## src/design/i2c_trb_pkg.sv

```systemverilog
// Shared types and command/response codes for the I2C target register bank.
package i2c_trb_pkg;

   typedef logic [3:0] cmd_type;
   typedef logic [1:0] resp_type;
   typedef logic [7:0] byte_type;

   // Bus event and local access codes
   localparam cmd_type CMD_READ_ADDR   = 4'd0;
   localparam cmd_type CMD_MASTER_ACK  = 4'd1;
   localparam cmd_type CMD_WRITE_ADDR  = 4'd2;
   localparam cmd_type CMD_BYTE_ACK    = 4'd3;
   localparam cmd_type CMD_BYTE_NACK   = 4'd4;
   localparam cmd_type CMD_BUS_ERROR   = 4'd5;
   localparam cmd_type CMD_OTHER       = 4'd6;
   localparam cmd_type CMD_LOCAL_READ  = 4'd7;
   localparam cmd_type CMD_LOCAL_WRITE = 4'd8;

   // Bus responses
   localparam resp_type RESP_ACK  = 2'd0;
   localparam resp_type RESP_NACK = 2'd1;
   localparam resp_type RESP_STOP = 2'd2;
   localparam resp_type RESP_NONE = 2'd3;

   localparam byte_type OOR_READ_VALUE = 8'hFF;

   // One write port request into the register store
   typedef struct packed {
      logic     en;
      byte_type addr;
      byte_type data;
   } mem_wr_type;

endpackage

```

## src/design/i2c_trb_store.sv

```systemverilog
// Register store: synchronous byte memory with per-entry valid bits and range checks.
module i2c_trb_store #(
   parameter int REGISTER_COUNT = 32
) (
   input  logic                    clock,
   input  logic                    reset,
   input  i2c_trb_pkg::mem_wr_type wr,
   input  logic                    rd_en,
   input  i2c_trb_pkg::byte_type   rd_addr,
   output i2c_trb_pkg::byte_type   rd_data
);
   import i2c_trb_pkg::*;

   localparam int IDX_W = $clog2(REGISTER_COUNT);
   localparam logic [8:0] COUNT_LIM = 9'(REGISTER_COUNT);

   byte_type                  mem [REGISTER_COUNT];
   logic [REGISTER_COUNT-1:0] valid_ff;
   byte_type                  rdata_ff;
   logic                      hit_ff;
   logic                      oor_ff;

   logic             wr_ok;
   logic             rd_ok;
   logic [IDX_W-1:0] wr_idx;
   logic [IDX_W-1:0] rd_idx;

   assign wr_ok  = ({1'b0, wr.addr} < COUNT_LIM);
   assign rd_ok  = ({1'b0, rd_addr} < COUNT_LIM);
   assign wr_idx = wr.addr[IDX_W-1:0];
   assign rd_idx = rd_addr[IDX_W-1:0];

   // Memory array, no reset; valid bits stand in for the cleared contents
   always_ff @(posedge clock) begin
      if (wr.en && wr_ok) begin
         mem[wr_idx] <= wr.data;
      end
      if (rd_en && rd_ok) begin
         rdata_ff <= mem[rd_idx];
      end
      if (rd_en) begin
         hit_ff <= rd_ok && valid_ff[rd_idx];
         oor_ff <= !rd_ok;
      end
   end

   always_ff @(posedge clock) begin
      if (reset) begin
         valid_ff <= '0;
      end else if (wr.en && wr_ok) begin
         valid_ff[wr_idx] <= 1'b1;
      end
   end

   always_comb begin
      if (oor_ff) begin
         rd_data = OOR_READ_VALUE;
      end else if (hit_ff) begin
         rd_data = rdata_ff;
      end else begin
         rd_data = '0;
      end
   end

endmodule

```

## src/design/i2c_target_register_bank_unit.sv

```systemverilog
// Top level of the I2C target register bank: command decode, pointer state, result strobe.
//
// A command is accepted at an edge where start is high and busy is low; busy is then
// high for one cycle while the register store's synchronous read completes, and the
// result appears on the rsp_ ports with rsp_strobe high for exactly one cycle, the
// cycle right after busy. busy is low in that strobe cycle, so the next command can be
// accepted at its closing edge; no command is accepted while busy is high. Every
// command produces exactly one result and the receiver cannot stall it, so results
// must be captured on the strobe. The store reads as all zeros after reset (per-entry
// valid bits, no clearing pass). A read of an index at or beyond REGISTER_COUNT gives
// 0xFF; writes there are dropped.
module i2c_target_register_bank_unit #(
   parameter int REGISTER_COUNT = 32
) (
   input  logic                  clock,
   input  logic                  reset,
   // command channel
   input  logic                  start,
   output logic                  busy,
   input  i2c_trb_pkg::cmd_type  req_command,
   input  i2c_trb_pkg::byte_type req_bus_data,
   input  i2c_trb_pkg::byte_type req_local_address,
   input  i2c_trb_pkg::byte_type req_local_data,
   // result channel
   output logic                  rsp_strobe,
   output i2c_trb_pkg::byte_type rsp_transmit_byte,
   output i2c_trb_pkg::resp_type rsp_bus_response,
   output i2c_trb_pkg::byte_type rsp_local_read_data
);
   import i2c_trb_pkg::*;

   localparam logic [8:0] COUNT_LIM = 9'(REGISTER_COUNT);

   // sequencer states
   localparam logic ST_IDLE = 1'b0;
   localparam logic ST_READ = 1'b1;

   // where the read data goes in the result
   localparam logic [1:0] SEL_NONE  = 2'd0;
   localparam logic [1:0] SEL_TX    = 2'd1;
   localparam logic [1:0] SEL_LOCAL = 2'd2;

   logic       state_ff, state_in;
   byte_type   pointer_ff, pointer_in;
   logic       loaded_ff, loaded_in;
   resp_type   resp_ff, resp_in;
   logic [1:0] sel_ff, sel_in;

   logic     strobe_ff;
   byte_type tx_ff;
   resp_type bus_resp_ff;
   byte_type lrd_ff;

   logic       accept;
   logic [8:0] ptr_next;
   mem_wr_type wr;
   logic       rd_en;
   byte_type   rd_addr;
   byte_type   rd_data;

   assign busy     = (state_ff == ST_READ);
   assign accept   = start && !busy;
   assign ptr_next = {1'b0, pointer_ff} + 9'd1;

   i2c_trb_store #(
      .REGISTER_COUNT(REGISTER_COUNT)
   ) u_store (
      .clock   (clock),
      .reset   (reset),
      .wr      (wr),
      .rd_en   (rd_en),
      .rd_addr (rd_addr),
      .rd_data (rd_data)
   );

   // Command decode. Writes land in the store at the accept edge, reads are
   // launched there and picked up in the busy cycle after it.
   always_comb begin
      state_in   = ST_IDLE;
      pointer_in = pointer_ff;
      loaded_in  = loaded_ff;
      resp_in    = resp_ff;
      sel_in     = sel_ff;
      wr         = '0;
      rd_en      = 1'b0;
      rd_addr    = pointer_ff;
      if (accept) begin
         state_in = ST_READ;
         sel_in   = SEL_NONE;
         unique case (req_command)
            CMD_READ_ADDR: begin
               rd_en   = 1'b1;
               sel_in  = SEL_TX;
               resp_in = RESP_ACK;
            end
            CMD_MASTER_ACK: begin
               // pre-increment; stop at the last register with a nack
               if (ptr_next < COUNT_LIM) begin
                  pointer_in = ptr_next[7:0];
                  rd_en      = 1'b1;
                  rd_addr    = ptr_next[7:0];
                  sel_in     = SEL_TX;
                  resp_in    = RESP_ACK;
               end else begin
                  resp_in = RESP_NACK;
               end
            end
            CMD_WRITE_ADDR: begin
               loaded_in = 1'b0;
               resp_in   = RESP_ACK;
            end
            CMD_BYTE_ACK: begin
               // first byte of a write transfer is the pointer
               if (!loaded_ff) begin
                  pointer_in = req_bus_data;
                  loaded_in  = 1'b1;
               end else begin
                  wr.en   = 1'b1;
                  wr.addr = pointer_ff;
                  wr.data = req_bus_data;
               end
               resp_in = RESP_ACK;
            end
            CMD_BYTE_NACK: begin
               wr.en   = 1'b1;
               wr.addr = pointer_ff;
               wr.data = req_bus_data;
               resp_in = RESP_NONE;
            end
            CMD_BUS_ERROR: begin
               resp_in = RESP_STOP;
            end
            CMD_LOCAL_READ: begin
               rd_en   = 1'b1;
               rd_addr = req_local_address;
               sel_in  = SEL_LOCAL;
               resp_in = RESP_NONE;
            end
            CMD_LOCAL_WRITE: begin
               wr.en   = 1'b1;
               wr.addr = req_local_address;
               wr.data = req_local_data;
               resp_in = RESP_NONE;
            end
            default: begin
               // CMD_OTHER and unused codes
               resp_in = RESP_NACK;
            end
         endcase
      end
   end

   always_ff @(posedge clock) begin
      if (reset) begin
         state_ff   <= ST_IDLE;
         pointer_ff <= '0;
         loaded_ff  <= 1'b0;
         strobe_ff  <= 1'b0;
      end else begin
         state_ff   <= state_in;
         pointer_ff <= pointer_in;
         loaded_ff  <= loaded_in;
         strobe_ff  <= busy;
      end
   end

   // pending transaction info and result registers (payload, no reset)
   always_ff @(posedge clock) begin
      resp_ff <= resp_in;
      sel_ff  <= sel_in;
      if (busy) begin
         tx_ff       <= (sel_ff == SEL_TX) ? rd_data : '0;
         lrd_ff      <= (sel_ff == SEL_LOCAL) ? rd_data : '0;
         bus_resp_ff <= resp_ff;
      end
   end

   assign rsp_strobe          = strobe_ff;
   assign rsp_transmit_byte   = tx_ff;
   assign rsp_bus_response    = bus_resp_ff;
   assign rsp_local_read_data = lrd_ff;

   // busy lasts exactly one cycle and is always followed by a result
   a_busy_then_strobe: assert property (@(posedge clock) disable iff (reset)
      busy |=> (!busy && rsp_strobe))
      else $error("busy did not end in a result strobe");

   // every accepted command raises busy
   a_accept_busy: assert property (@(posedge clock) disable iff (reset)
      (start && !busy) |=> busy)
      else $error("accepted command did not start the read cycle");

   // a strobe only follows a busy cycle
   a_strobe_src: assert property (@(posedge clock) disable iff (reset)
      rsp_strobe |-> $past(busy))
      else $error("result strobe without a pending transaction");

   // transmit byte is zero unless the bus is acknowledged
   a_tx_zero: assert property (@(posedge clock) disable iff (reset)
      (rsp_strobe && rsp_bus_response != RESP_ACK) |-> (rsp_transmit_byte == '0))
      else $error("transmit byte set without acknowledge");

   // a pointer change only happens on an accepted command
   a_ptr_hold: assert property (@(posedge clock) disable iff (reset)
      !(start && !busy) |=> $stable(pointer_ff))
      else $error("pointer moved without a command");

endmodule
```

## config.mk

```make
export PLATFORM = sky130hd
export DESIGN_NAME = i2c_target_register_bank_unit
export DESIGN_NICKNAME = d
export VERILOG_FILES = /design/src/design/i2c_trb_pkg.sv /design/src/design/i2c_trb_store.sv /design/src/design/i2c_target_register_bank_unit.sv
export SDC_FILE = /design/constraint.sdc
export NUM_CORES = 1
export LEC_CHECK = 0
export ABC_CLOCK_PERIOD_IN_PS = 7600
export BUFFER_PORTS_ARGS = -buffer_cell sky130_fd_sc_hd__buf_2
export CORE_UTILIZATION = 45
export DETAILED_ROUTE_END_ITERATION = 10
export MAX_ROUTING_LAYER = met4
export PLACE_DENSITY = 0.6
export SKIP_CTS_REPAIR_TIMING = 1
export SYNTH_ARGS = -nofsm -noshare
export SYNTH_HDL_FRONTEND = slang
export SYNTH_SLANG_ARGS = --single-unit
```

## constraint.sdc

```tcl
create_clock -name clock -period 7.6 [get_ports clock]
set_input_delay 0.38 -clock clock [delete_from_list [all_inputs] [get_ports clock]]
set_output_delay 0.38 -clock clock [all_outputs]
set_load 0.005 [all_outputs]
```

# After elaboration in Yosys (flattened, before gate mapping)
# Memory sizes are Yosys's and may differ from the RTL's. A register that Yosys moved wholly into a read port is not among the register bits.
# Index checks and enable logic that the tools add are counted.
# op_classes
order_cmp,6
n_reduce_logical,15
n_eq_ne,10
muxes,25
bitwise_logic,1
add_sub_neg,1
# op_table
cell,n
$pmux W17 S3,1
$mux W8,5
$mux W17,2
$or A32 B32 Y32,1
$pmux W8 S2,2
$lt A8 B6 Y1 const B,2
$eq A4 B3 Y1 const B,3
$lt A5 B6 Y1 const B,2
$add A8 B1 Y9 const B,1
$lt A9 B6 Y1 const B,1
$mux W1,9
$eq A4 B2 Y1 const B,2
$pmux W2 S4,1
$pmux W2 S3,1
$reduce_or A3 Y1,2
$bmux W1 S5,1
$demux W1 S5,1
$ge A5 B1 Y1 const B,1
$logic_and A1 B1 Y1,5
$eq A4 B1 Y1 const B,1
$eq A4 B4 Y1 const B,1
$logic_not A4 Y1,1
$pmux W1 S2,2
$reduce_bool A2 Y1,2
7 further kinds,8
# totals
in_bits,31
regBits,67
output_inout_bits,20
memories,1
ram_bits,256
wordCells,71
# mem_list
name,depth,width,read_ports,rd_clocked_by_memory_dff,write_ports,line,text
u_store.mem,32,8,1,1,1,i2c_trb_store.sv:17,byte_type mem [REGISTER_COUNT];

# Logic depth before layout (Yosys ltp)
# Gate-level depths: netlist (run 1).
# depth
ltp_word,8
depth_mapped,13
depth_no_buf,9

# Modules after synthesis
# From an unflattened synthesis (run 1), not the netlist that was laid out.
# hier_totals
cells_unflattened,786
hier_area_um2,13660.6
# modules_own_cells
module,area_each_um2,instances,seq_area_each_um2,cells_per_inst
i2c_trb_store,11609.9,1,8628.3,574
i2c_target_register_bank_unit,2050.7,1,880.8,212

# Least setup slack after synthesis (run 1)
# No wires, ideal clock.
# synth_timing
kind,register to register
start,"register state_ff, in the netlist busy"
end,"register u_store.rdata_ff[0], read port of u_store.mem (data pin)"
setup_slack_ns,4.387
t_required_ns,7.341
stages_incl_launch_ff,13
path_buffers,3
period_less_slack_ns,3.213
arrival_time_ns,2.954
setup_time_ns,0.259
cell_sequence,dfxtp_1 nand2b_1 buf_2 clkinv_1 nand2_1 a211oi_4 or3_1 buf_4 buf_4 nand3_2 o22ai_1 a2111o_1 a211o_1
# synth_between
elab_chain_cells,5
elab_cells_between_ends,6
cone_classes,order compare (1); mux (2); reduce/logical (3)
# synth_lines
element,line,text
from (decl),i2c_target_register_bank_unit.sv:43,"logic state_ff, state_in;"
from (signal assigned),i2c_target_register_bank_unit.sv:160,state_ff <= state_in;
$logic_not A1 Y1 (*),i2c_target_register_bank_unit.sv:62,assign accept = start && !busy;
$logic_and A1 B1 Y1 (*),i2c_target_register_bank_unit.sv:62,
$mux W8,i2c_target_register_bank_unit.sv:87,if (accept) begin
$lt A8 B6 Y1,i2c_trb_store.sv:29,"assign rd_ok = ({1'b0, rd_addr} < COUNT_LIM);"
$logic_and A1 B1 Y1,i2c_trb_store.sv:38,if (rd_en && rd_ok) begin
to (decl),i2c_trb_store.sv:19,byte_type rdata_ff;
# Mark *: on every way between the ends. The rest lies on a longest branch, timed or not.
# A chain may end at the register's enable or synchronous reset.

# Worst setup path in the final report (run 1)
# Same ends and word-level chain as after synthesis.

==> results of run 1 <==
## worst max-delay path, stage by stage (launching register included)
cell and delay (ps):
sky130_fd_sc_hd__dfxtp_1 800, sky130_fd_sc_hd__nand2b_1 390, sky130_fd_sc_hd__clkinv_1 580, sky130_fd_sc_hd__nand3_1 360, sky130_fd_sc_hd__a21o_1 490, sky130_fd_sc_hd__nand3_4 720, sky130_fd_sc_hd__buf_4 590, sky130_fd_sc_hd__mux2i_1 220
sky130_fd_sc_hd__o32ai_1 100, sky130_fd_sc_hd__a2111o_1 490, sky130_fd_sc_hd__a211o_1 250
## kinds of logic after synthesis
logic type,share of synthesized area
XOR/XNOR,0.000609
adder cells (fa/ha/maj),0.000870
multiplexers,0.0616
buffers and inverters,0.0296
AO/OA/AOI/OAI,0.123
flip-flops,0.661
AND/OR/NAND/NOR,0.123
## per-layer routing
metal	vias up	GRT usage	share of wire
met5	-	-	0
met4	0	0.0940	0.036
met3	68	0.0403	0.058
met2	292	0.355	0.47
met1	4709	0.307	0.44
li1	4346	-	-
## state kept, by name, indices dropped and copies added, names as in the netlist
name,count
busy,1
rsp_transmit_byte,8
rsp_strobe,1
u_store.mem,256
u_store.valid_ff,32
sel_ff,2
resp_ff,2
rsp_bus_response,2
u_store.rdata_ff,8
rsp_local_read_data,8
loaded_ff,1
u_store.oor_ff,1
u_store.hit_ff,1
pointer_ff,8
## layout make-up
type	count	share of cell area
Sequential cell	331	0.587
Multi-Input combinational cell	681	0.277
Clock buffer	48	0.0616
Tap cell	402	0.0311
Timing Repair Buffer	70	0.0255
Clock inverter	19	0.0155
Inverter	9	0.00209
## worst paths after layout
check	start	endpoint	depth (start not counted)
worst min-delay path	req_bus_data[5]	pointer_ff[5]	3
worst max-delay path	busy	u_store.rdata_ff[0]	10
worst min register to register	resp_ff[0]	rsp_bus_response[0]	0
worst max register to register	busy	u_store.rdata_ff[0]	10
## stage by stage
stage / power [uW] / hold slack, ps / instance area (sq um) / cells / util
after global placement: 2100 / 424 / 14900 / 1493 / 0.475
after CTS: 3910 / 118 / 16200 / 1560 / 0.515
after floorplan: 2060 / 400 / 14400 / 1093 / -
final: 3880 / 134 / 16200 / 1560 / 0.515
after global routing: 3980 / 150 / 16200 / 1560 / 0.515
after detailed placement: 2100 / 420 / 14900 / 1493 / 0.475
## power by group
part | internal [uW] | total (uW) | switching [uW] | leakage, uW
clock | 1110 | 1820 | 710 | 0.000612
sequential | 1960 | 1970 | 5.30 | 0.00343
combinational | 29.7 | 94.0 | 64.3 | 0.00155
## Yosys cell counts, types with 5 or more instances
cell type | count | area share
sky130_fd_sc_hd__and4_1 | 9 | 0.0055
sky130_fd_sc_hd__nand2b_1 | 8 | 0.0035
sky130_fd_sc_hd__nor2_1 | 121 | 0.032
sky130_fd_sc_hd__a211oi_1 | 16 | 0.0084
sky130_fd_sc_hd__clkbuf_1 | 31 | 0.0081
sky130_fd_sc_hd__or3_1 | 5 | 0.0022
sky130_fd_sc_hd__nor3_1 | 14 | 0.0049
sky130_fd_sc_hd__nand2_1 | 81 | 0.021
sky130_fd_sc_hd__a2111o_1 | 14 | 0.011
sky130_fd_sc_hd__o211ai_1 | 20 | 0.010
sky130_fd_sc_hd__a32o_1 | 7 | 0.0049
sky130_fd_sc_hd__edfxtp_1 | 288 | 0.60
sky130_fd_sc_hd__o31ai_1 | 9 | 0.0047
sky130_fd_sc_hd__a22o_1 | 9 | 0.0055
sky130_fd_sc_hd__o21ai_0 | 9 | 0.0031
sky130_fd_sc_hd__o32ai_1 | 7 | 0.0043
sky130_fd_sc_hd__nand3_1 | 63 | 0.022
sky130_fd_sc_hd__a211o_1 | 9 | 0.0055
sky130_fd_sc_hd__dfxtp_1 | 43 | 0.060
sky130_fd_sc_hd__o22ai_1 | 9 | 0.0039
sky130_fd_sc_hd__nor2b_1 | 6 | 0.0026
sky130_fd_sc_hd__o221ai_1 | 8 | 0.0049
sky130_fd_sc_hd__mux2i_1 | 84 | 0.058
sky130_fd_sc_hd__buf_6 | 5 | 0.0039
sky130_fd_sc_hd__buf_4 | 11 | 0.0057
sky130_fd_sc_hd__buf_2 | 20 | 0.0070
sky130_fd_sc_hd__nand4_1 | 22 | 0.0096
sky130_fd_sc_hd__inv_1 | 8 | 0.0021
sky130_fd_sc_hd__a21oi_1 | 63 | 0.022
sky130_fd_sc_hd__a41o_1 | 8 | 0.0056
sky130_fd_sc_hd__a22oi_1 | 12 | 0.0063
## placed cells by master (no fill, tap or decap), types with 14 or more instances in the layout
| cell type | synthesis | layout |
|---|---|---|
| sky130_fd_sc_hd__buf_2 | 20 | 50 |
| sky130_fd_sc_hd__edfxtp_1 | 288 | 288 |
| sky130_fd_sc_hd__a211oi_1 | 16 | 16 |
| sky130_fd_sc_hd__o211ai_1 | 20 | 20 |
| sky130_fd_sc_hd__nand3_1 | 63 | 62 |
| sky130_fd_sc_hd__dfxtp_1 | 43 | 43 |
| sky130_fd_sc_hd__nand4_1 | 22 | 22 |
| sky130_fd_sc_hd__a2111o_1 | 14 | 14 |
| sky130_fd_sc_hd__nand2_1 | 81 | 81 |
| sky130_fd_sc_hd__a21oi_1 | 63 | 63 |
| sky130_fd_sc_hd__nor2_1 | 121 | 113 |
| sky130_fd_sc_hd__clkbuf_16 | 0 | 38 |
| sky130_fd_sc_hd__mux2i_1 | 84 | 84 |
| sky130_fd_sc_hd__buf_4 | 11 | 19 |
==> metrics list, run 1 <==
- Outcome: complete, no violations
- Row generation in the floorplan step produced 65 rows.
- Die area: 32,700 sq um
- Worst relative slew slack: 0.147
- Detailed routing inserted a total of 9,415 vias.
- The count of endpoints failing hold in the final timing report is 0.
- Number of standard cells after synthesis: 1,093
- The initial antenna violation count was 0.
* Count of pins over their slew limit: 0
* Maximum level of the CTS H-tree: 2
- After synthesis, the netlist uses 77 different library cells.
- The total overflow left after global routing is 0.
* Largest net degree at the start of global routing: 65
- Clock Tree Root: sky130_fd_sc_hd__clkbuf_16
- Total iterations of the first detailed-routing run: 5
- Number of port buffers: 50
* Number of global-route vias before repair: 9,064
- First-pass GRT wire length: 55,100 um
- For this block, the initial DRC count from the detailed router was 861.
* Fraction of the yosys area taken by sequential cells: 0.661
* Die height: 181 um
* Worst Setup Path Type: reg -> reg
* Share of flip-flops with an asynchronous set or reset: 0
- Clk pin slew, worst setup/hold paths: 60 ps
- Worst-case setup slack after placement: 2330 ps
- EDFF count, synth: 288
* Routability congestion estimate: 0.861
- Max Freq: 0.188 GHz
- In this run the cell area of the synthesized design comes to 14,400 sq um.
- The worst register-to-register path has a setup slack of 2270 ps.
* Number of clock sinks: 331
- Most used DFF post-synth: sky130_fd_sc_hd__edfxtp_1
- The clock arrives with 19.5 ps of skew.
* Class of the tightest hold or removal check: in -> reg
- For this configuration, the core starts out at a cell density of 0.457.
- Power spread over the standard cell area amounts to 239 nW/um^2.
- Detail Placement HPWL: 22,900 um
- Fill cells in the final layout number 2,664.
- The core region is 31,500 sq um.
- Fin crit period: 5330 ps
* Footprint of the multi-input gates: 4490 sq um
- Chip width: 181 um
- Total CTS buffers: 37
- CP required: 7870 ps
* Transition time at the pin with the least slew margin: 1270 ps
* Number of maximum-capacitance violations: 0
- IO Pins: 51
- STA puts the critical path data arrival time at 5600 ps.
- Counting flops and latches in the post-synthesis netlist gives 331.
- CTS tree: built
- Relative to the synthesized area, the layout overhead comes to 12.6%.
- 0 antenna diodes ended up in the layout.
- Largest fanout on the critical path: 53
- The longest clock path from root to sink contains 3 buffers.
- Critical Path End Type: flip-flop
- Setup TNS after final layout: 0 ps
- STA classifies the critical path startpoint as a flip-flop.
- DRT Wirelength: 36,900 um
- Share of the clock period used by the worst path: 0.701
- After detailed routing, the number of remaining DRC violations is 0.
- Post-Synthesis Net Count: 1,125
- Routed wire per std cell: 23.7 um
- After detailed routing, the number of vias per cell comes to 6.04.
- Peak supply drop: 0.161 mV
* Worst Setup Slack, final: 2270 ps
- Layout Nets: 1,162
- RSZ-0062 raised after global routing: no
* Storage element area: 9510 sq um
- Synth warn: 0
- In this run the static leakage power is 0.00559 uW.
- In the final layout, the share of cells above drive strength 1 is 0.140.
* DRT antenna net count: 0
- Setup violations remaining at the end of the flow were counted as 0.
- After synthesis, the mean cell area works out to 13.2 sq um.
- In the global route stage, overall resource usage came out at 0.232.
- At the later pin of the worst-skew pair, clock insertion delay measures 530 ps.
Power figures use the tool's default switching activity.
==> run 2: changes to the inputs <==
--- a/config.mk
+++ b/config.mk
@@ -5,7 +5,7 @@
 export SDC_FILE = /design/constraint.sdc
 export NUM_CORES = 1
 export LEC_CHECK = 0
-export ABC_CLOCK_PERIOD_IN_PS = 7600
+export ABC_CLOCK_PERIOD_IN_PS = 5200
 export BUFFER_PORTS_ARGS = -buffer_cell sky130_fd_sc_hd__buf_2
 export CORE_UTILIZATION = 45
 export DETAILED_ROUTE_END_ITERATION = 10
==> constraint.sdc (replaced) <==
create_clock -name clock -period 5.2 [get_ports clock]
set_input_delay 0.26 -clock clock [delete_from_list [all_inputs] [get_ports clock]]
set_output_delay 0.26 -clock clock [all_outputs]
set_load 0.005 [all_outputs]
==> metrics list, run 2 (synthesis gave the netlist of run 1 again) <==
* Outcome: complete, no violations (unchanged)
* Die height: 181 um (unchanged)
- Critical path origin: pointer_ff[0] (was busy)
* Chip width: 181 um (unchanged)
- Routed vias/inst: 6.10 (was 6.04)
- IO Pins: 51 (unchanged)
* Worst path slowest cell: sky130_fd_sc_hd__or4_4 (was sky130_fd_sc_hd__dfxtp_1)
* Die area: 32,700 sq um (unchanged)
* Largest net degree at the start of global routing: 74 (was 65)
- The classification of the worst-slack hold path is in -> reg (unchanged).
* Clock Tree Root: sky130_fd_sc_hd__clkbuf_16 (unchanged)
- Number of clock sinks: 331 (unchanged)
* Largest fanout on the critical path: 40 (was 53)
- Longest individual stage delay on the worst path: 480 ps (was 800 ps)
- Congestion Overflow GR: 0 (unchanged)
* Part of the total power dissipated in combinational logic: 0.025 (was 0.024)
- Synth-to-Final Area Change: 13.0% (was 12.6%)
- The number of global-route vias before repair was 9,295 (was 9,064).
- The CTS tree was built (unchanged).
- Layout Nets: 1,168 (was 1,162)
- The worst endpoint required time came to 5440 ps (was 7870 ps).
* Total CTS buffers: 36 (was 37)
* Final Util: 0.516 (was 0.515)
* Routability congestion estimate: 0.906 (was 0.861)
- The global-route usage over all layers came to 0.244 (was 0.232).
- The first-pass detailed-route iteration total was 5 (unchanged).
* Critical Path End Type: flip-flop (unchanged)
- Hold_sp: req_bus_data[5] (unchanged)
- Maximum level of the CTS H-tree: 2 (unchanged)
- The final worst clock skew is 11.2 ps (was 19.5 ps).
* Clk pin slew, worst setup/hold paths: 60 ps (about the same)
* Routed wire per std cell: 24.5 um (was 23.7 um)
- The cell-internal power came to 4510 uW (was 3100 uW).
- The total half-perimeter wirelength after legalization and detailed placement was 24,100 um (was 22,900 um).
- RSZ-0062 raised after global routing: no (unchanged)
- The number of antenna-violating nets in the routed design was 0 (unchanged).
- Max Freq: 0.255 GHz (was 0.188 GHz)
- Buffers plus inverters on the worst setup path: 1 (was 2)
- List of cells traversed by the critical path: ha_1 > a211o_1 > or4_4 > a21o_1 > nand3_4 > buf_12 > mux2i_1 > o22ai_1 > nor3_1 > o211ai_1 (was nand2b_1 > clkinv_1 > nand3_1 > a21o_1 > nand3_4 > buf_4 > mux2i_1 > o32ai_1 > a2111o_1 > a211o_1)
* Ant diodes: 0 (unchanged)
- The standard-cell row count was 65 (unchanged).
* Setup TNS after final layout: 0 ps (unchanged)
- The ratio of cells with drive above 1 in the final layout came to 0.146 (was 0.140).
- Register bank with the most flops: u_store.mem (unchanged)
* Drt first-iter violations: 846 (was 861)
- Final hold violation count: 0 (unchanged)
- The initial antenna violation count came to 0 (unchanged).
* Regs by FF count: u_store.mem: 256 flops, u_store.valid_ff: 32 flops (unchanged)
- Number of port buffers: 50 (unchanged)
* Origin of the critical flop-to-flop path: pointer_ff[0] (was busy)
* Worst Setup Path Type: reg -> reg (unchanged)
* DRT Wirelength: 38,300 um (was 36,900 um)
- The setup violation total in the final timing report came to 0 (unchanged).
- The count of max-cap constraint violations was 0 (unchanged).
- Worst relative slew slack: 0.180 (was 0.147)
- The post-route total power is 5650 uW (was 3880 uW).
- Worst path arrival time: 4170 ps (was 5600 ps)
* Clock group share of total power: 0.467 (was 0.469)
- Total leakage power: 0.00562 uW (was 0.00559 uW)
- The number of remaining DRC errors came to 0 (unchanged).
- Peak supply drop: 0.276 mV (was 0.161 mV)
* Total via count after detailed routing: 9,544 (was 9,415)
- Share of the clock period used by the worst path: 0.755 (was 0.701)
- Fraction of power spent switching nets: 0.202 (was 0.201)
- The power density over the cells was 348 nW/um^2 (was 239 nW/um^2).
- Critical path startpoint category: flip-flop (unchanged)
- Leading cell type in the layout, fill and taps excluded: sky130_fd_sc_hd__edfxtp_1 (unchanged)
* NetSw: 1140 uW (was 780 uW)
- Family of cells with the greatest summed delay on the critical path: simple AND/OR/NAND/NOR gates (unchanged)
* Flip-flop count of the largest register, all copies and words added: 256 (unchanged)
- The final number of max-transition violations is 0 (unchanged).
- The clock insertion delay at the later pin of the skew report is 520 ps (was 530 ps).
- Commonest cells after routing, fill and taps aside: sky130_fd_sc_hd__edfxtp_1 (288), sky130_fd_sc_hd__nor2_1 (113), sky130_fd_sc_hd__mux2i_1 (84) (unchanged).
* Initial standard-cell utilization of the core: 0.457 (unchanged)
* Portion of total power attributed to sequential cells: 0.507 (about the same)
- Transition time at the pin with the least slew margin: 1220 ps (was 1270 ps)
* First-pass GRT wire length: 57,800 um (was 55,100 um)
- Fin crit period: 3930 ps (was 5330 ps)
* Worst-case clock buffer depth: 3 (unchanged)
- CORE AREA: 31,500 sq um (unchanged)
-- run 2: cell count changes in the layout (fill, tap and decap cells not counted), sizes merged --
cell | before | now
clkbuf | 48 | 46
clkinv | 12 | 14
buf | 70 | 77
inv | 10 | 8
-- run 2: path summary, 6_finish.rpt --
check / depth (start not counted) / slack [ps] / to
min: 3 / 4 / pointer_ff[5]
max: 10 / 1270 / u_store.rdata_ff[6]
min reg2reg: 0 / 420 / rsp_bus_response[0]
max reg2reg: 10 / 1270 / u_store.rdata_ff[6]
-- run 2: worst min-delay path, stage by stage --
cell,delay (ps)
sky130_fd_sc_hd__buf_2,110
sky130_fd_sc_hd__nand2_1,50
sky130_fd_sc_hd__a21oi_1,50
-- run 2: routing by layer --
metal	vias up	global-route usage	share of wire
met3	82	0.0522	0.073
li1	4354	-	-
met5	-	-	0
met4	0	0.0851	0.032
met1	4729	0.323	0.43
met2	379	0.374	0.46
-- run 2: stage by stage --
step                      setup slack, ps  cell area [sq um]  cells  hold slack [ps]
after floorplan                      1990              14400   1093              396
after global placement               1400              15000   1500              407
after detailed placement             1330              15000   1500              413
after CTS                            1310              16300   1565            -18.1
after global routing                 1060              16300   1565             26.4
final                                1270              16300   1565             3.79
-- run 2: cell type report --
class	count	area, sq um
multi-input combinational	681	4490
tap	402	503
fill	2691	15200
clock inverter	19	235
timing repair buffer	77	490
sequential	331	9510
clock buffer	46	991
inverter	9	33.8
-- run 2: power by group through the flow --
stage | Combinational, uW | Clock (uW) | Sequential (uW)
5_1_grt | 153 | 2790 | 2870
6_report | 142 | 2640 | 2870
2_1_floorplan | 87.2 | 0 | 2930
3_3_place_gp | 139 | 0 | 2930
3_5_place_dp | 141 | 0 | 2930
4_1_cts | 142 | 2680 | 2870
==> run 3: changes to the inputs <==
--- a/config.mk
+++ b/config.mk
@@ -5,7 +5,7 @@
 export SDC_FILE = /design/constraint.sdc
 export NUM_CORES = 1
 export LEC_CHECK = 0
-export ABC_CLOCK_PERIOD_IN_PS = 5200
+export ABC_CLOCK_PERIOD_IN_PS = 3900
 export BUFFER_PORTS_ARGS = -buffer_cell sky130_fd_sc_hd__buf_2
 export CORE_UTILIZATION = 45
 export DETAILED_ROUTE_END_ITERATION = 10
==> constraint.sdc (replaced) <==
create_clock -name clock -period 3.9 [get_ports clock]
set_input_delay 0.195 -clock clock [delete_from_list [all_inputs] [get_ports clock]]
set_output_delay 0.195 -clock clock [all_outputs]
set_load 0.005 [all_outputs]
==> metrics list, run 3 (synthesis gave the netlist of run 1 again) <==
* Outcome: finished with violations (was complete, no violations)
- Failing checks: hold timing
- The wire length after detailed routing was 38,300 um (about the same).
* Total CTS buffers: 37 (was 36)
* Final hold slack: -45.1 ps (was 3.79 ps)
- Routed wire per std cell: 23.7 um (was 24.5 um)
- Worst Setup Path Type: reg -> reg (unchanged)
- The number of antenna-violating nets in the routed design was 0 (unchanged).
* Congestion Overflow GR: 0 (unchanged)
- The via count of the routed design came to 9,736 (was 9,544).
- The arrival time at the worst endpoint is 3870 ps (was 4170 ps).
* Global-route usage over all layers: 0.245 (was 0.244)
* Cells on worst reg2reg path: 10 (unchanged)
* Final hold violation count: 1 (was 0)
- The transition time of the tightest slew-check pin came to 881 ps (was 1220 ps).
- Total iterations of the first detailed-routing run: 5 (unchanged)
* Drt first-iter violations: 1,185 (was 846)
- The sum of negative setup slack was 0 ps (unchanged).
* Count of unresolved DRC violations after routing: 0 (unchanged)
* List of cells traversed by the critical path: ha_1 > a211o_1 > or4_4 > a21o_1 > nand3_4 > buf_12 > mux2i_1 > o32ai_1 > a2111o_1 > a211o_1 (was ha_1 > a211o_1 > or4_4 > a21o_1 > nand3_4 > buf_12 > mux2i_1 > o22ai_1 > nor3_1 > o211ai_1)
* Commonest cells after routing, fill and taps aside: sky130_fd_sc_hd__edfxtp_1 (288), sky130_fd_sc_hd__nor2_1 (113), sky130_fd_sc_hd__mux2i_1 (84) (unchanged)
- Maximum level of the CTS H-tree: 2 (unchanged)
- The highest net fanout along the worst path came to 27 (was 40).
* Worst relative slew slack: 0.410 (was 0.180)
* Longest individual stage delay on the worst path: 480 ps (about the same)
- Layout Nets: 1,220 (was 1,168)
* Latest clock arrival within the worst-skew pair: 530 ps (was 520 ps)
- Endpoint of the worst-slack reg-to-reg timing path: u_store.rdata_ff[0] (was u_store.rdata_ff[6])
- The worst endpoint required time was 4170 ps (was 5440 ps).
- Die area: 32,700 sq um (unchanged)
- The CTS tree was built (unchanged).
- Worst path slowest cell: sky130_fd_sc_hd__or4_4 (unchanged)
- The root buffer cell is sky130_fd_sc_hd__clkbuf_16 (unchanged).
* Detail Placement HPWL: 25,000 um (was 24,100 um)
- The number of buffers between clock root and the deepest sink was 3 (unchanged).
- Among the stages of the critical path, the cell type that occurs most often is sky130_fd_sc_hd__a211o_1.
- The number of global-route vias before repair came to 9,341 (was 9,295).
- The height of the die is 181 um (unchanged).
* Critical Path End Type: flip-flop (unchanged)
- Synth-to-Final Area Change: 15.4% (was 13.0%)
- Hold_sp: req_bus_data[5] (unchanged)
- Max Freq: 0.277 GHz (was 0.255 GHz)
- Worst setup skew after layout: 14.5 ps (was 11.2 ps)
* Origin of the critical flop-to-flop path: pointer_ff[0] (unchanged)
- IO Pins: 51 (unchanged)
- The CTS sink count is 331 (unchanged).
- Clk pin slew, worst setup/hold paths: 60 ps (about the same)
- Worst Setup Slack, final: 294 ps (was 1270 ps)
- Total of fill cells in the finished design: 2,652 (was 2,691)
- The initial antenna violation count came to 1 (was 0).
- The standard-cell row count was 65 (unchanged).
- Register bank with the most flops: u_store.mem (unchanged)
* Worst-case setup slack after placement: 351 ps (was 1330 ps)
- The initial cell density of the core was 0.457 (unchanged).
- First-pass GRT wire length: 58,600 um (was 57,800 um)
- The most common cell after layout, fill and taps aside was sky130_fd_sc_hd__edfxtp_1 (unchanged).
- The number of inserted diodes was 0 (unchanged).
* Routed vias/inst: 6.02 (was 6.10)
* Worst hold stages: 3 (unchanged)
* CORE AREA: 31,500 sq um (unchanged)
- The weighted congestion at the end of routability-driven global placement came to 0.897 (was 0.906).
- Total leakage power: 0.00585 uW (was 0.00562 uW)
* Count of pins over their slew limit: 0 (unchanged)
- Number of maximum-capacitance violations: 0 (unchanged)
* Peak supply drop: 0.324 mV (was 0.276 mV)
- RSZ-0062 raised after global routing: no (unchanged).
- The kind of launch point of the worst setup path is a flip-flop (unchanged).
- Worst min-delay path endpoint: pointer_ff[5] (unchanged)
- Chip width: 181 um (unchanged)
- Setup violations, final: 0 (unchanged)
* Worst R2R Setup Slack: 290 ps (was 1270 ps)
* Largest net degree at the start of global routing: 65 (was 74)
* Number of port buffers: 50 (unchanged)
* Fraction of final layout cells with drive strength greater than 1: 0.178 (was 0.146)
- The final cycle utilization of the critical path was 0.925 (was 0.755).
* Regs by FF count: u_store.mem: 256 flops, u_store.valid_ff: 32 flops (unchanged)
* Fin crit period: 3610 ps (was 3930 ps)
- The classification of the worst-slack hold path is in -> reg (unchanged).
- The post-route total power is 7340 uW (was 5650 uW).
* Power density normalized to cell area: 442 nW/um^2 (was 348 nW/um^2)
* Flip-flop count of the largest register, all copies and words added: 256 (unchanged)
-- run 3: changes by cell type in the layout (fill, tap and decap cells not counted), sizes merged --
| cell | delta |
|---|---|
| bufinv | -3 |
| dlygate4sd3 | +2 |
| clkbuf | +1 |
| inv | +1 |
| buf | +49 |
| clkinvlp | +2 |
-- run 3: where the power goes --
group | leakage [uW] | switching [uW] | total, uW | internal, uW
clock | 0.000557 | 1390 | 3320 | 1930
combinational | 0.00187 | 129 | 197 | 67.9
sequential | 0.00343 | 6.03 | 3820 | 3820
-- run 3: worst max-delay path, delay by kind of cell (launching register included) --
kind / cells / cell delay [ps]
AOI/OAI and AO/OA: 5 / 1460
and+or+nand+nor: 2 / 690
muxes: 1 / 380
DFF: 1 / 310
buffers and inverters: 1 / 270
adders and majority gates: 1 / 220
-- run 3: metal layers --
| metal | global-route usage | routed length, um | up-vias |
|---|---|---|---|
| li1 | - | - | 4449 |
| met5 | - | 0 | - |
| met2 | 0.381 | 18000 | 358 |
| met3 | 0.0308 | 2300 | 68 |
| met4 | 0.0674 | 922 | 0 |
| met1 | 0.339 | 17000 | 4861 |
-- run 3: layout make-up --
| type | instances | area, sq um | area share |
|---|---|---|---|
| Clock inverter | 19 | 163 | 0.00980 |
| Clock buffer | 47 | 985 | 0.0593 |
| Timing Repair Buffer | 128 | 916 | 0.0552 |
| Tap cell | 402 | 503 | 0.0303 |
| Inverter | 9 | 33.8 | 0.00204 |
| Sequential cell | 331 | 9510 | 0.573 |
| Multi-Input combinational cell | 681 | 4490 | 0.270 |
-- run 3: how the worst max path moves through the flow --
stage,endpoint,startpoint,slack [ps]
2_1_floorplan,u_store.rdata_ff[0],busy,690
3_3_place_gp,u_store.rdata_ff[5],pointer_ff[0],340
3_5_place_dp,u_store.rdata_ff[0],pointer_ff[0],350
4_1_cts,u_store.rdata_ff[0],pointer_ff[0],330
5_1_grt,u_store.rdata_ff[5],pointer_ff[2],120
6_report,u_store.rdata_ff[0],pointer_ff[0],290
-- run 3: per-stage QoR --
step | std cells | cell area, sq um | util
after detailed placement | 1549 | 15400 | 0.490
final | 1617 | 16600 | 0.527
after CTS | 1615 | 16600 | 0.527
after floorplan | 1093 | 14400 | -
after global placement | 1549 | 15400 | 0.490
after global routing | 1617 | 16600 | 0.527
